## src/hw/rtl/pst_pkg.sv

```systemverilog
// ============================================================================
// pst_pkg - shared types and constants of the pascal subset tokenizer
// token kinds, scanner modes, result layout and the reserved word table
// ============================================================================
`default_nettype none

package pst_pkg;

    // token kinds as reported on the result channel
    typedef enum logic [3:0] {
        KIND_ASSIGN       = 4'd0,
        KIND_REAL         = 4'd1,
        KIND_BOOL         = 4'd2,
        KIND_NOT          = 4'd3,
        KIND_REL          = 4'd4,
        KIND_ADD          = 4'd5,
        KIND_MUL          = 4'd6,
        KIND_RESERVED     = 4'd7,
        KIND_DELIM        = 4'd8,
        KIND_IDENT        = 4'd9,
        KIND_INT          = 4'd10,
        KIND_UNKNOWN      = 4'd11,
        KIND_OPEN_COMMENT = 4'd12
    } kind_t;

    // what the pending token is
    typedef enum logic [9:0] {
        MODE_IDLE    = 10'b00_0000_0001,
        MODE_WORD    = 10'b00_0000_0010,
        MODE_INT     = 10'b00_0000_0100,
        MODE_FRAC    = 10'b00_0000_1000,
        MODE_DOT     = 10'b00_0001_0000,
        MODE_DOTREAL = 10'b00_0010_0000,
        MODE_COLON   = 10'b00_0100_0000,
        MODE_LESS    = 10'b00_1000_0000,
        MODE_GREATER = 10'b01_0000_0000,
        MODE_SLASH   = 10'b10_0000_0000
    } mode_t;

    localparam int WIDX_W     = 5;
    localparam int LINE_W     = 16;
    localparam int COL_W      = 12;
    localparam int LEN_OUT_W  = 8;
    localparam int SYM_W      = 8;
    localparam int TDATA_W    = 56;
    localparam int FIFO_DEPTH = 4;

    // result payload, first field in the highest bits
    typedef struct packed {
        logic [SYM_W-1:0]     symbol;
        logic [LEN_OUT_W-1:0] length;
        logic [COL_W-1:0]     column;
        logic [LINE_W-1:0]    line;
        logic [WIDX_W-1:0]    word_index;
    } token_data_t;

    typedef struct packed {
        kind_t       kind;
        logic        last;
        token_data_t data;
    } token_t;

    // reserved words and word operators, right-justified text
    localparam int NUM_WORDS      = 19;
    localparam int WORD_CHARS_MAX = 9;

    localparam logic [8*WORD_CHARS_MAX-1:0] WORD_TEXT [NUM_WORDS] = '{
        "program", "var", "integer", "real", "boolean", "procedure", "begin",
        "end", "if", "then", "else", "while", "do", "endif", "true", "false",
        "not", "or", "and"
    };

    localparam logic [3:0] WORD_LEN [NUM_WORDS] = '{
        4'd7, 4'd3, 4'd7, 4'd4, 4'd7, 4'd9, 4'd5, 4'd3, 4'd2, 4'd4,
        4'd4, 4'd5, 4'd2, 4'd5, 4'd4, 4'd5, 4'd3, 4'd2, 4'd3
    };

    localparam kind_t WORD_KIND [NUM_WORDS] = '{
        KIND_RESERVED, KIND_RESERVED, KIND_RESERVED, KIND_RESERVED, KIND_RESERVED,
        KIND_RESERVED, KIND_RESERVED, KIND_RESERVED, KIND_RESERVED, KIND_RESERVED,
        KIND_RESERVED, KIND_RESERVED, KIND_RESERVED, KIND_RESERVED, KIND_BOOL,
        KIND_BOOL, KIND_NOT, KIND_ADD, KIND_MUL
    };

endpackage

`default_nettype wire

```

## src/hw/rtl/pascal_subset_tokenizer_unit.sv

```systemverilog
// ============================================================================
// pascal_subset_tokenizer_unit - streaming lexer for a small pascal dialect
// one source byte per word in, classified tokens with position out
// ============================================================================
// The unit takes one source byte per cycle and scans it in a single pass
// against the held token state; each byte yields zero, one or two tokens,
// which go into a four-entry result queue. Input is taken every cycle while
// the queue has room for two tokens, so the input rate is one byte per cycle
// as long as the consumer takes about one token per cycle; the output port
// moves one token per cycle, so a byte that closes one token and yields
// another needs two output transfers. Each token is written into the result
// queue when the byte that yields it is accepted. The end-of-input command
// flushes the pending token, reports an open brace comment and returns all
// scan state to its reset values. No clearing pass is needed after reset.
`default_nettype none

module pascal_subset_tokenizer_unit
    import pst_pkg::*;
#(
    parameter int KEYWORD_CHARS = 9,
    parameter int MAX_TOKEN_LEN = 255,
    parameter int LINE_BITS     = 16,
    parameter int COLUMN_BITS   = 12
)(
    input  wire logic               clk,
    input  wire logic               rst_n,
    input  wire logic               s_tvalid,
    output logic                    s_tready,
    input  wire logic [7:0]         s_tdata,   // character
    input  wire logic [0:0]         s_tuser,   // command
    output logic                    m_tvalid,
    input  wire logic               m_tready,
    output logic [TDATA_W-1:0]      m_tdata,   // word_index, line, column, length, symbol
    output logic [3:0]              m_tuser,   // kind
    output logic                    m_tlast
);

    localparam int LEN_W = $clog2(MAX_TOKEN_LEN + 1);
    localparam int KW    = $clog2(KEYWORD_CHARS);
    localparam int PTR_W = $clog2(FIFO_DEPTH);
    localparam int CNT_W = $clog2(FIFO_DEPTH + 1);

    // scan state
    mode_t                  mode_reg, mode_next;
    logic                   brace_reg, brace_next;
    logic                   lcom_reg, lcom_next;
    logic [LEN_W-1:0]       tlen_reg, tlen_next;
    logic [COLUMN_BITS-1:0] tcol_reg, tcol_next;
    logic [COLUMN_BITS-1:0] col_reg, col_next;
    logic [LINE_BITS-1:0]   line_reg, line_next;
    logic [7:0]             psym_reg, psym_next;
    logic [7:0]             word_buf_reg [KEYWORD_CHARS];

    logic                   buf_we;
    logic [KW-1:0]          buf_idx;

    // result queue
    token_t                 fifo_reg [FIFO_DEPTH];
    logic [PTR_W-1:0]       wptr_reg, wptr_next;
    logic [PTR_W-1:0]       rptr_reg, rptr_next;
    logic [CNT_W-1:0]       count_reg, count_next;
    logic [PTR_W-1:0]       wptr_inc;

    logic                   in_acc;
    logic                   out_acc;
    logic                   cmd_end;
    logic [7:0]             c;

    logic                   word_hit;
    kind_t                  word_kind;
    logic [WIDX_W-1:0]      word_idx;

    token_t                 res0, res1, first_res;
    logic                   v0, v1;
    logic [LEN_W-1:0]       tlen_app;

    assign in_acc  = s_tvalid && s_tready;
    assign out_acc = m_tvalid && m_tready;
    assign cmd_end = s_tuser[0];
    assign c       = s_tdata;

    assign tlen_app = (32'(tlen_reg) < MAX_TOKEN_LEN) ? tlen_reg + LEN_W'(1) : tlen_reg;

    function automatic logic [LINE_W-1:0] line_out(input logic [LINE_BITS-1:0] l);
        logic [31:0] ext;
        ext = 32'(l);
        return ext[LINE_W-1:0];
    endfunction

    function automatic logic [COL_W-1:0] col_out(input logic [COLUMN_BITS-1:0] v);
        logic [23:0] ext;
        ext = 24'(v);
        return ext[COL_W-1:0];
    endfunction

    function automatic logic [LEN_OUT_W-1:0] len_out(input logic [LEN_W-1:0] l);
        logic [15:0] ext;
        ext = 16'(l);
        return (ext > 16'd255) ? 8'hFF : ext[LEN_OUT_W-1:0];
    endfunction

    function automatic token_t make_token(
        input kind_t                  kind,
        input logic [WIDX_W-1:0]      widx,
        input logic [LINE_W-1:0]      ln,
        input logic [COL_W-1:0]       cl,
        input logic [LEN_OUT_W-1:0]   len,
        input logic [SYM_W-1:0]       sym
    );
        token_t t;
        t.kind            = kind;
        t.last            = 1'b0;
        t.data.word_index = widx;
        t.data.line       = ln;
        t.data.column     = cl;
        t.data.length     = len;
        t.data.symbol     = sym;
        return t;
    endfunction

    // whole-word compare against every table entry at once
    always_comb
    begin : word_match
        logic [8*WORD_CHARS_MAX-1:0] txt;
        logic                        eq;
        word_hit  = 1'b0;
        word_kind = KIND_IDENT;
        word_idx  = '0;
        for (int i = 0; i < NUM_WORDS; i++)
        begin
            // left-justify so byte j sits at a fixed place
            txt = WORD_TEXT[i] << (8 * (WORD_CHARS_MAX - int'(WORD_LEN[i])));
            eq  = (32'(tlen_reg) == int'(WORD_LEN[i]));
            for (int j = 0; j < WORD_CHARS_MAX; j++)
            begin
                if (j < int'(WORD_LEN[i]) &&
                    word_buf_reg[j] != txt[8*(WORD_CHARS_MAX-1-j) +: 8])
                begin
                    eq = 1'b0;
                end
            end
            if (eq)
            begin
                word_hit  = 1'b1;
                word_kind = WORD_KIND[i];
                word_idx  = WIDX_W'(i + 1);
            end
        end
    end

    // the pending token as it would be emitted on a flush
    token_t pend;
    always_comb
    begin
        kind_t             k;
        logic [WIDX_W-1:0] wi;
        wi = '0;
        case (mode_reg)
            MODE_WORD:
            begin
                k  = word_hit ? word_kind : KIND_IDENT;
                wi = word_hit ? word_idx : '0;
            end
            MODE_INT:                   k = KIND_INT;
            MODE_FRAC, MODE_DOTREAL:    k = KIND_REAL;
            MODE_DOT, MODE_COLON:       k = KIND_DELIM;
            MODE_LESS, MODE_GREATER:    k = KIND_REL;
            MODE_SLASH:                 k = KIND_MUL;
            default:                    k = KIND_UNKNOWN;
        endcase
        pend = make_token(k, wi, line_out(line_reg), col_out(tcol_reg),
                          len_out(tlen_reg), psym_reg);
    end

    // single-pass scan of one byte
    always_comb
    begin
        logic  absorb;
        logic  start;
        mode_t start_mode;

        mode_next  = mode_reg;
        brace_next = brace_reg;
        lcom_next  = lcom_reg;
        tlen_next  = tlen_reg;
        tcol_next  = tcol_reg;
        col_next   = col_reg;
        line_next  = line_reg;
        psym_next  = psym_reg;
        buf_we     = 1'b0;
        buf_idx    = tlen_reg[KW-1:0];
        v0         = 1'b0;
        v1         = 1'b0;
        res0       = pend;
        res1       = pend;
        absorb     = 1'b0;
        start      = 1'b0;
        start_mode = MODE_IDLE;

        if (cmd_end)
        begin
            if (mode_reg != MODE_IDLE && !(mode_reg == MODE_SLASH && brace_reg))
            begin
                v0 = 1'b1;
            end
            if (brace_reg)
            begin
                v1   = 1'b1;
                res1 = make_token(KIND_OPEN_COMMENT, '0, line_out(line_reg),
                                  col_out(col_reg), 8'd1, "{");
            end
            mode_next  = MODE_IDLE;
            brace_next = 1'b0;
            lcom_next  = 1'b0;
            tlen_next  = '0;
            tcol_next  = '0;
            col_next   = '0;
            line_next  = LINE_BITS'(1);
            psym_next  = '0;
        end
        else
        begin
            if (lcom_reg)
            begin
                if (c == "\n")
                begin
                    lcom_next = 1'b0;
                end
            end
            else if (brace_reg)
            begin
                if (mode_reg == MODE_SLASH && c == "/")
                begin
                    lcom_next = 1'b1;
                    mode_next = MODE_IDLE;
                end
                else
                begin
                    mode_next = MODE_IDLE;
                    if (c == "}")
                    begin
                        brace_next = 1'b0;
                    end
                    else if (c == "/")
                    begin
                        mode_next = MODE_SLASH;
                    end
                end
            end
            else
            begin
                // offer the byte to the pending token
                case (mode_reg)
                    MODE_WORD:
                    begin
                        absorb = c inside {["a":"z"], ["A":"Z"], ["0":"9"], "_"};
                    end
                    MODE_INT:
                    begin
                        absorb = c inside {["0":"9"], "."};
                        if (c == ".")
                        begin
                            mode_next = MODE_FRAC;
                        end
                    end
                    MODE_FRAC, MODE_DOTREAL:
                    begin
                        absorb = c inside {["0":"9"]};
                    end
                    MODE_DOT:
                    begin
                        absorb = c inside {["0":"9"]};
                        if (absorb)
                        begin
                            mode_next = MODE_DOTREAL;
                        end
                    end
                    MODE_COLON:
                    begin
                        absorb = (c == "=");
                        if (absorb)
                        begin
                            v0        = 1'b1;
                            res0      = make_token(KIND_ASSIGN, '0, line_out(line_reg),
                                                   col_out(tcol_reg), len_out(tlen_app),
                                                   psym_reg);
                            mode_next = MODE_IDLE;
                        end
                    end
                    MODE_LESS:
                    begin
                        absorb = c inside {"=", ">"};
                        if (absorb)
                        begin
                            v0        = 1'b1;
                            res0      = make_token(KIND_REL, '0, line_out(line_reg),
                                                   col_out(tcol_reg), len_out(tlen_app),
                                                   psym_reg);
                            mode_next = MODE_IDLE;
                        end
                    end
                    MODE_GREATER:
                    begin
                        absorb = (c == "=");
                        if (absorb)
                        begin
                            v0        = 1'b1;
                            res0      = make_token(KIND_REL, '0, line_out(line_reg),
                                                   col_out(tcol_reg), len_out(tlen_app),
                                                   psym_reg);
                            mode_next = MODE_IDLE;
                        end
                    end
                    MODE_SLASH:
                    begin
                        absorb = (c == "/");
                        if (absorb)
                        begin
                            mode_next = MODE_IDLE;
                            lcom_next = 1'b1;
                        end
                    end
                    default:
                    begin
                        absorb = 1'b0;
                    end
                endcase

                if (absorb && mode_reg != MODE_SLASH)
                begin
                    buf_we    = (32'(tlen_reg) < KEYWORD_CHARS);
                    tlen_next = tlen_app;
                end

                if (!absorb)
                begin
                    // token ended by this byte
                    if (mode_reg != MODE_IDLE)
                    begin
                        v0 = 1'b1;
                    end
                    mode_next = MODE_IDLE;

                    if (c inside {"\n", " ", "\t"})
                    begin
                        start = 1'b0;
                    end
                    else if (c == "{")
                    begin
                        brace_next = 1'b1;
                    end
                    else if (c inside {["a":"z"], ["A":"Z"]})
                    begin
                        start      = 1'b1;
                        start_mode = MODE_WORD;
                    end
                    else if (c inside {["0":"9"]})
                    begin
                        start      = 1'b1;
                        start_mode = MODE_INT;
                    end
                    else
                    begin
                        case (c)
                            ".":
                            begin
                                start      = 1'b1;
                                start_mode = MODE_DOT;
                            end
                            ":":
                            begin
                                start      = 1'b1;
                                start_mode = MODE_COLON;
                            end
                            "<":
                            begin
                                start      = 1'b1;
                                start_mode = MODE_LESS;
                            end
                            ">":
                            begin
                                start      = 1'b1;
                                start_mode = MODE_GREATER;
                            end
                            "/":
                            begin
                                start      = 1'b1;
                                start_mode = MODE_SLASH;
                            end
                            ";", "(", ")", ",":
                            begin
                                v1   = 1'b1;
                                res1 = make_token(KIND_DELIM, '0, line_out(line_reg),
                                                  col_out(col_reg), 8'd1, c);
                            end
                            "=":
                            begin
                                v1   = 1'b1;
                                res1 = make_token(KIND_REL, '0, line_out(line_reg),
                                                  col_out(col_reg), 8'd1, c);
                            end
                            "+", "-":
                            begin
                                v1   = 1'b1;
                                res1 = make_token(KIND_ADD, '0, line_out(line_reg),
                                                  col_out(col_reg), 8'd1, c);
                            end
                            "*":
                            begin
                                v1   = 1'b1;
                                res1 = make_token(KIND_MUL, '0, line_out(line_reg),
                                                  col_out(col_reg), 8'd1, c);
                            end
                            default:
                            begin
                                v1   = 1'b1;
                                res1 = make_token(KIND_UNKNOWN, '0, line_out(line_reg),
                                                  col_out(col_reg), 8'd1, c);
                            end
                        endcase
                    end

                    if (start)
                    begin
                        mode_next = start_mode;
                        tcol_next = col_reg;
                        tlen_next = LEN_W'(1);
                        psym_next = c;
                        buf_we    = 1'b1;
                        buf_idx   = '0;
                    end
                end
            end

            // position update
            if (c == "\n")
            begin
                if (brace_next)
                begin
                    mode_next = MODE_IDLE;
                end
                if (line_reg != '1)
                begin
                    line_next = line_reg + LINE_BITS'(1);
                end
                col_next = '0;
            end
            else if (col_reg != '1)
            begin
                col_next = col_reg + COLUMN_BITS'(1);
            end
        end

        res0.last = !v1;
        res1.last = 1'b1;
    end

    always_ff @(posedge clk or negedge rst_n)
    begin
        if (!rst_n)
        begin
            mode_reg  <= MODE_IDLE;
            brace_reg <= 1'b0;
            lcom_reg  <= 1'b0;
            tlen_reg  <= '0;
            tcol_reg  <= '0;
            col_reg   <= '0;
            line_reg  <= LINE_BITS'(1);
            psym_reg  <= '0;
        end
        else if (in_acc)
        begin
            mode_reg  <= mode_next;
            brace_reg <= brace_next;
            lcom_reg  <= lcom_next;
            tlen_reg  <= tlen_next;
            tcol_reg  <= tcol_next;
            col_reg   <= col_next;
            line_reg  <= line_next;
            psym_reg  <= psym_next;
        end
    end

    always_ff @(posedge clk)
    begin
        if (in_acc && buf_we)
        begin
            word_buf_reg[buf_idx] <= c;
        end
    end

    // result queue: up to two writes, one read per cycle
    assign first_res = v0 ? res0 : res1;
    assign wptr_inc  = wptr_reg + PTR_W'(1);

    always_comb
    begin
        logic [1:0] push;
        push = 2'd0;
        if (in_acc)
        begin
            push = {1'b0, v0} + {1'b0, v1};
        end
        wptr_next  = wptr_reg + PTR_W'(push);
        rptr_next  = out_acc ? rptr_reg + PTR_W'(1) : rptr_reg;
        count_next = count_reg + CNT_W'(push) - CNT_W'(out_acc);
    end

    always_ff @(posedge clk or negedge rst_n)
    begin
        if (!rst_n)
        begin
            wptr_reg  <= '0;
            rptr_reg  <= '0;
            count_reg <= '0;
        end
        else
        begin
            wptr_reg  <= wptr_next;
            rptr_reg  <= rptr_next;
            count_reg <= count_next;
        end
    end

    always_ff @(posedge clk)
    begin
        if (in_acc && (v0 || v1))
        begin
            fifo_reg[wptr_reg] <= first_res;
        end
        if (in_acc && v0 && v1)
        begin
            fifo_reg[wptr_inc] <= res1;
        end
    end

    assign s_tready = (count_reg <= CNT_W'(FIFO_DEPTH - 2));
    assign m_tvalid = (count_reg != '0);
    assign m_tdata  = {{(TDATA_W - $bits(token_data_t)){1'b0}}, fifo_reg[rptr_reg].data};
    assign m_tuser  = fifo_reg[rptr_reg].kind;
    assign m_tlast  = fifo_reg[rptr_reg].last;

`ifndef ASSERT_OFF
    // a line comment never holds a pending token
    assert property (@(posedge clk) disable iff (!rst_n)
        lcom_reg |-> (mode_reg == MODE_IDLE))
        else $error("pending token inside a line comment");

    // inside a brace comment only a possible comment opener is held
    assert property (@(posedge clk) disable iff (!rst_n)
        brace_reg |-> (mode_reg == MODE_IDLE || mode_reg == MODE_SLASH))
        else $error("pending token inside a brace comment");

    // end of input returns the scanner to its start state
    assert property (@(posedge clk) disable iff (!rst_n)
        (in_acc && cmd_end) |=> (line_reg == LINE_BITS'(1) && !brace_reg &&
                                 !lcom_reg && col_reg == '0))
        else $error("scan state not cleared after end of input");

    // queue never overfills
    assert property (@(posedge clk) disable iff (!rst_n)
        count_reg <= CNT_W'(FIFO_DEPTH))
        else $error("result queue overflow");
`endif

endmodule

`default_nettype wire
```

## config.mk

```make
export PLATFORM = sky130hd
export DESIGN_NAME = pascal_subset_tokenizer_unit
export DESIGN_NICKNAME = d
export VERILOG_FILES = /design/src/hw/rtl/pst_pkg.sv /design/src/hw/rtl/pascal_subset_tokenizer_unit.sv
export SDC_FILE = /design/constraint.sdc
export NUM_CORES = 1
export LEC_CHECK = 0
export ABC_CLOCK_PERIOD_IN_PS = 9600
export BUFFER_PORTS_ARGS = -buffer_cell sky130_fd_sc_hd__clkbuf_2
export CAP_MARGIN = 15
export CORE_MARGIN = 4
export CORE_UTILIZATION = 61
export DETAILED_ROUTE_END_ITERATION = 8
export PLACE_DENSITY = 0.79
export SETUP_SLACK_MARGIN = 0.5
export SLEW_MARGIN = 0
export SYNTH_ARGS = -nofsm -noshare
export SYNTH_HDL_FRONTEND = slang
export SYNTH_SLANG_ARGS = --single-unit
```

## constraint.sdc

```tcl
create_clock -name clk -period 9.6 [get_ports clk]
set_input_delay 1.44 -clock clk [delete_from_list [all_inputs] [get_ports clk]]
set_output_delay 1.44 -clock clk [all_outputs]
set_load 0.05 [all_outputs]
```

After elaboration in Yosys (flattened, before gate mapping) --
Memory sizes are Yosys's and may differ from the RTL's. Index checks and enable logic that the tools add are counted.
Storage, ports and cells: register bits 75, memory bits (writable) 288, logic and storage cells 435, memories 2
Memories:
- fifo_reg | words 4, width 54, read ports 1, clocked after memory_dff 0, wr ports 2, RTL line pascal_subset_tokenizer_unit.sv:58 | token_t fifo_reg [FIFO_DEPTH];
- word_buf_reg | words 9, width 8, read ports 9, clocked after memory_dff 0, wr ports 1, RTL line pascal_subset_tokenizer_unit.sv:52 | logic [7:0] word_buf_reg [KEYWORD_CHARS];
Operators by class: add/subtract/negate cells 9, order comparisons 9, eq/ne operators 94, muxes and demuxes 272, reduce and logical (&&, ||, !) cells 38
Operators by type and width (number):
- $mux 54 | 16
- $ne 8x7->1 const B | 53
- $pmux 54 s5 | 1
- $mux 10 | 19
- $pmux 54 s3 | 1
- $mux 1 | 161
- $mux 4 | 29
- $eq 8x6->1 const B | 14
- $pmux 10 s5 | 2
- $mux 12 | 8
- $mux 8 | 12
- $mux 5 | 10
- $mux 16 | 3
- $eq 8x3->1 const B | 3
- $eq 8x4->1 const B | 3
- $eq 8x7->1 const B | 3
- $pmux 4 s6 | 1
- $add 16x1->16 const B | 1
- $eq 8x2->1 const B | 2
- $ge 8x7->1 const B | 2
- $le 8x7->1 const B | 2
- $ne 16x16->1 const B | 1
- $logic_and 1x1->1 | 13
- $add 12x1->12 const B | 1
- 40 further kinds | 61

Logic depth before layout (Yosys ltp) --
Gate-level depths: netlist (run 1). An unclocked memory read counts as a cell.
depth after elaboration 40, depth in mapped cells 20, depth with buffers taken out 16

Worst setup path before layout (run 1) --
OpenSTA, ideal clock, no wires.
kind input-to-reg, start in s_tdata[2], end mem fifo_reg[0][0] (netlist bit), enable pin, setup time 0.407 ns, data arrival time 5.806 ns, required time 9.193 ns, slack 3.386 ns, stages on the path 16, buffers on the path 5, cell sequence buf_2 > or4_4 > o221ai_2 > nor4b_4 > and2_4 > and4_1 > buf_6 > or2_1 > buf_6 > inv_4 > buf_6 > ha_1 > nor4_1 > nor2_2 > buf_4 > inv_1
RTL lines:
- from (decl) | RTL line pascal_subset_tokenizer_unit.sv:29 | input wire logic [7:0] s_tdata,
- to (decl) | RTL line pascal_subset_tokenizer_unit.sv:58

==> results by group, run 1 <==
Global route
  – Global-route wire length before repair: 78700 um
  – Initial antenna violation count: 0
  – GR Util All Layers: 0.302
  – Pin count of the biggest net entering global routing: 76
  – GRT overflow: 0
  – Vias in the first global route: 13550

Clock network
  – Clock slew at reported path FFs: 0.06 ns
  – Clock latency at the later pin of the worst-skew pair: 0.54 ns
  – CTS Buf Count: 38
  – Clk Tree Root Cell: clkbuf_16
  – TritonCTS clock tree: done
  – Max Root-Sink Buffers: 3
  – CTS resizes: 0
  – Clock Sink Count: 363
  – Post-CTS Setup Bufs: 0
  – H-tree levels: 2
  – Hold bufs inserted after CTS: 0

Logic synthesis
  – Unique masters post-synth: 96
  – Top cells by count, synth: edfxtp_1, nand2_1, nor2_1, o21ai_0, dfrtp_1
  – Synth top area cells: edfxtp_1, dfrtp_1, mux4_2
  – Synth warnings: 0
  – Post-Syn Instances: 1620
  – Synth Flop Type: edfxtp_1
  – Async S/R FF share, synth: 0.207
  – Sequential area share after synthesis: 0.559
  – Mapped cell area: 18700 sq um
  – Syn Area/Cell: 11.6 sq um
  – Flops & latches, synth: 363
  – Most instantiated library cell after synthesis: edfxtp_1
  – EDFF count, synth: 284
  – Yosys top cell area share: 0.455
  – Yosys top cell by area: edfxtp_1

Die
  – DIE WIDTH: 183 um
  – Starting Density: 0.626
  – I/O pins: 76
  – Core region area: 30000 sq um
  – Die ar.: 33600 sq um
  – Die height: 183 um
  – Num rows: 63

Cells and area
  – Final net count: 1674
  – Area Growth Syn to Fin: 9.84%
  – Largest register FFs: 216
  – Filler cells: 2199
  – Multi-input gate area: 7670 sq um
  – Fin area: 20600 sq um
  – Storage element area: 10500 sq um
  – Share of layout cells above drive strength 1: 0.160

STA
  – Crit share post-route: 0.632
  – Final hold slack: 0.490 ns
  – Worst-Margin Slew: 1.05 ns
  – Post-route setup slack: 3.54 ns
  – Period minus WS final: 6.06 ns
  – Setup TNS: 0 ns
  – RSZ-0062 raised after global routing: false
  – Fin. Hold Viols: 0
  – Worst Skew: 0.0189 ns
  – Final setup vio count: 0
  – Fmax: 165 MHz
  – Max_slew headroom: 0.296
  – Slew Viols, Final: 0

Critical path
  – Arrival @ worst endpoint: 6.24 ns
  – Endpoint class of the critical path: flop
  – WS Path Type: in -> reg
  – CP max FO: 31
  – Reg2reg path depth: 13
  – Crit Reg-Reg Startpoint: mode_reg[3]
  – CP required: 9.77 ns
  – FF-to-FF setup slack: 4.15 ns
  – Worst setup path start: s_tdata[1]
  – Crit path launch type: primary input

Place
  – # port buffers: 68
  – Area post-placement: 19300 sq um
  – RePlAce Congestion: 0.996
  – Post-place setup slack: 3.08 ns
  – Post-DP HPWL: 35000 um

Drt
  – DRC: 0
  – Starting DRT DRC Count: 1873
  – Final ANT Viol Nets: 0
  – Drt pass-1 iters: 6
  – WL per Instance: 24.4 um
  – Via count: 14100
  – Vias per inst: 6.82
  – Total Wirelength: 50300 um

Min path
  – Hold_sp: fifo_reg[0][49]
  – Hold depth: 2
  – Worst hold path type: reg -> reg

Outcome
  – Status: finished, final reports clean

Pwr
  – VDD IR max: 0.157 mV
  – Pwr/cell area: 243 nW/um^2
  – Leakage power figure: 7.19 nW

Run
  – Max Cap Violations: 0
## worst max-delay path, cell delays in order
cell and delay, ns:
clkbuf_2 0.34, or4_4 0.64, o221ai_2 0.25, nor4b_4 0.29, and2_4 0.21, and4_1 0.32, or2_1 0.14, buf_4 0.31
inv_4 0.14, ha_1 0.27, or2_2 0.55, and2_4 0.35, inv_2 0.44, buf_4 0.51
## where the power goes
part | total [mW] | leakage (nW) | internal [mW] | switching (mW)
logic | 1.58 | 2.86 | 0.482 | 1.10
registers | 1.91 | 3.70 | 1.77 | 0.139
clock network | 1.50 | 0.637 | 0.904 | 0.600
total | 5.00 | 7.19 | 3.16 | 1.84
## area by class of cell
class                   instances  share of cell area
clock buffers                  47              0.0503
clock inverters                21              0.0118
diodes                          1            0.000122
well taps                     390              0.0237
multi-input cells            1124               0.372
inverters                      29             0.00541
flip-flops and latches        363               0.510
repair buffers                 92              0.0266
## placed cells by master (no fill, tap or decap), types with 10 or more instances in the layout
master	instances
dfrtp_1	71
nor4bb_1	18
nor3_1	42
edfxtp_1	284
and3_1	15
xor2_1	17
xnor2_1	10
clkbuf_2	67
buf_4	21
or3_1	11
a21oi_1	41
a22o_1	37
inv_1	22
o21ai_0	89
nor2b_2	14
mux4_2	54
nand3_1	55
ha_1	12
nand4_1	45
a32o_1	15
nand2_1	165
and2_1	14
clkbuf_16	39
o22ai_1	13
nor2b_1	59
and4b_1	11
a31oi_1	13
nor4_1	27
nor2_1	159
## metal layers
metal	routed length, um	up-vias	track usage
met5	0	-	0
met4	1300	0	0.0858
met3	5660	106	0.0688
met2	22300	852	0.444
met1	21000	6914	0.457
li1	-	6228	-
## path summary, 6_finish.rpt
check | to
max | fifo_reg[2][3]
min in group asynchronous | col_reg[3]
max in group asynchronous | rptr_reg[0]
max reg2reg | fifo_reg[0][4]
min reg2reg | fifo_reg[0][49]
min | fifo_reg[0][49]
## cell families (layout without fill, tap and decap cells)
| group | count (synthesis) | in the layout | share of synthesized area |
|---|---|---|---|
| fa+ha+maj | 13 | 13 | 0.00908 |
| other cells | 1 | 8 | 0.000200 |
| buf+inv | 139 | 189 | 0.0336 |
| compound gates | 303 | 303 | 0.110 |
| xor+xnor | 27 | 27 | 0.0126 |
| flops | 363 | 363 | 0.559 |
| simple gates | 717 | 717 | 0.208 |
| mux | 57 | 57 | 0.0665 |
## per-stage QoR
stage	instances	utilization	total power [mW]
finish	2067	0.687	5.00
global placement	1994	0.643	3.48
CTS	2063	0.686	5.00
global route	2066	0.687	5.20
detailed placement	1995	0.643	3.51
floorplan	1626	-	3.13
(Power assumes the default switching activity.)
==> run 2: changes to the inputs <==
--- a/config.mk
+++ b/config.mk
@@ -5,7 +5,7 @@
 export SDC_FILE = /design/constraint.sdc
 export NUM_CORES = 1
 export LEC_CHECK = 0
-export ABC_CLOCK_PERIOD_IN_PS = 9600
+export ABC_CLOCK_PERIOD_IN_PS = 6200
 export BUFFER_PORTS_ARGS = -buffer_cell sky130_fd_sc_hd__clkbuf_2
 export CAP_MARGIN = 15
 export CORE_MARGIN = 4
==> constraint.sdc (replaced) <==
create_clock -name clk -period 6.2 [get_ports clk]
set_input_delay 0.93 -clock clk [delete_from_list [all_inputs] [get_ports clk]]
set_output_delay 0.93 -clock clk [all_outputs]
set_load 0.05 [all_outputs]
==> results by group, run 2 (synthesized netlist as in run 1, its figures left out) <==
Global route
  – Vias in the first global route: 13841
  – Pin count of the biggest net entering global routing: 76
  – GR Util All Layers: 0.307
  – GRT overflow: 0
  – Initial antenna violation count: 1
  – Global-route wire length before repair: 80100 um

STA
  – Setup TNS: 0 ns
  – Slew Viols, Final: 0
  – Fmax: 182 MHz
  – Worst Skew: 0.0244 ns
  – Max_slew headroom: 0.220
  – Final setup vio count: 0
  – Final hold slack: 0.463 ns
  – Worst-Margin Slew: 1.17 ns
  – Period minus WS final: 5.51 ns
  – Fin. Hold Viols: 0
  – Crit share post-route: 0.888
  – Post-route setup slack: 0.693 ns
  – RSZ-0062 raised after global routing: true

Die
  – Die ar.: 33600 sq um
  – I/O pins: 76
  – Num rows: 63
  – Starting Density: 0.626
  – Die height: 183 um
  – Core region area: 30000 sq um
  – DIE WIDTH: 183 um

Drt
  – Starting DRT DRC Count: 1812
  – Drt pass-1 iters: 6
  – WL per Instance: 24.6 um
  – Final ANT Viol Nets: 0
  – Total Wirelength: 51200 um
  – Vias per inst: 6.82
  – DRC: 0
  – Via count: 14227

Critical path
  – WS Path Type: in -> reg
  – CP most frequent cell: or2_1
  – Arrival @ worst endpoint: 5.55 ns
  – Crit-path max cell delay: 1.04 ns
  – Crit path launch type: primary input
  – CP max FO: 19
  – CP cell instances: clkbuf_2, or4b_4, or2_1, nor2_1, o31ai_4, and4_1, or2_1, inv_4, ha_1, nor4_1, nor2_2, clkinvlp_2
  – CP max stage cell: clkinvlp_2
  – Endpoint class of the critical path: flop
  – CP required: 6.24 ns

Cells and area
  – Commonest non-fill, non-tap cell in the layout: edfxtp_1
  – Final Non-Filler Cells: 2085
  – Largest register FFs: 216
  – Commonest non-fill, non-tap cells in the layout: edfxtp_1, nand2_1, nor2_1
  – Final net count: 1692
  – Share of layout cells above drive strength 1: 0.165
  – Final core occ: 0.689
  – Ant diodes: 0
  – Filler cells: 2124
  – Area Growth Syn to Fin: 10.1%

Pwr
  – Sequential share of power: 0.392
  – Part of the power in combinational logic: 0.323
  – VDD IR max: 0.466 mV
  – Pint: 4.72 mW
  – Psw: 2.86 mW
  – Net Sw Frac: 0.378
  – Clk pwr share: 0.286
  – Leakage power figure: 7.19 nW
  – Pwr/cell area: 367 nW/um^2

Place
  – Placed cells: 2016
  – Post-place setup slack: 0.0638 ns
  – Post-DP HPWL: 35400 um
  – RePlAce Congestion: 1.02
  – # port buffers: 68

Outcome
  – Status: finished, final reports clean

Clock network
  – Clk Tree Root Cell: clkbuf_16
  – Max Root-Sink Buffers: 3
  – CTS Buf Count: 37
  – Clock slew at reported path FFs: 0.06 ns
  – TritonCTS clock tree: done
  – H-tree levels: 2
  – Post-CTS Setup Bufs: 0
  – Hold bufs inserted after CTS: 0
  – CTS resizes: 0
  – Clock latency at the later pin of the worst-skew pair: 0.54 ns
  – Clock Sink Count: 363

Run
  – Max Cap Violations: 0

Min path
  – Worst hold path type: reg -> reg
## run 2: cell types whose count changed in the layout (fill, tap and decap cells not counted), moves of 3 or more
cell | previous run | this run
buf_4 | 21 | 40
clkbuf_1 | 5 | 16
clkinv_2 | 8 | 4
buf_12 | 0 | 3
bufinv_16 | 5 | 2
## run 2: power by group through the flow
stage	Combinational, mW	Sequential [mW]	Clock [mW]
finish	2.44	2.97	2.17
global placement	2.42	3.00	0
CTS	2.45	2.96	2.19
floorplan	1.98	2.87	0
global route	2.58	3.00	2.31
detailed placement	2.45	3.01	0
## run 2: critical path, delay by kind of cell
kind / cells / cell delay (ns)
and+or+nand+nor: 7 / 2.74
buffers and inverters: 3 / 1.44
adders and majority gates: 1 / 0.23
AOI/OAI and AO/OA: 1 / 0.18
## run 2: through the flow
step | area (sq um) | total power [mW]
5_1_grt | 20600 | 7.89
4_1_cts | 20600 | 7.60
6_report | 20600 | 7.58
2_1_floorplan | 18800 | 4.85
3_3_place_gp | 19500 | 5.42
3_5_place_dp | 19500 | 5.46
## run 2: worst paths after layout
check                      depth (start not counted)        start  slack (ns)             end
hold / removal                                     1  rptr_reg[1]        0.46     rptr_reg[1]
setup reg to reg                                  11  mode_reg[6]        0.77  fifo_reg[0][6]
hold reg to reg                                    1  rptr_reg[1]        0.46     rptr_reg[1]
max in group asynchronous                          1        rst_n        4.87     rptr_reg[0]
min in group asynchronous                          1        rst_n        0.57      col_reg[5]
setup / recovery                                  12   s_tdata[6]        0.69  fifo_reg[0][6]
## run 2: per-layer routing
metal | share of wire | global-route usage
met2 | 0.45 | 0.464
met5 | 0.00025 | 0
met3 | 0.11 | 0.0678
met4 | 0.033 | 0.102
met1 | 0.41 | 0.448
## run 2: cell type report
class | count | area (sq um) | share of cell area
Clock inverter | 14 | 174 | 0.00842
Timing Repair Buffer | 110 | 696 | 0.0337
Inverter | 29 | 115 | 0.00558
Tap cell | 390 | 488 | 0.0236
Sequential cell | 363 | 10500 | 0.508
Timing Repair inverter | 1 | 5.00 | 0.000242
Multi-Input combinational cell | 1124 | 7670 | 0.372
Clock buffer | 54 | 1000 | 0.0484
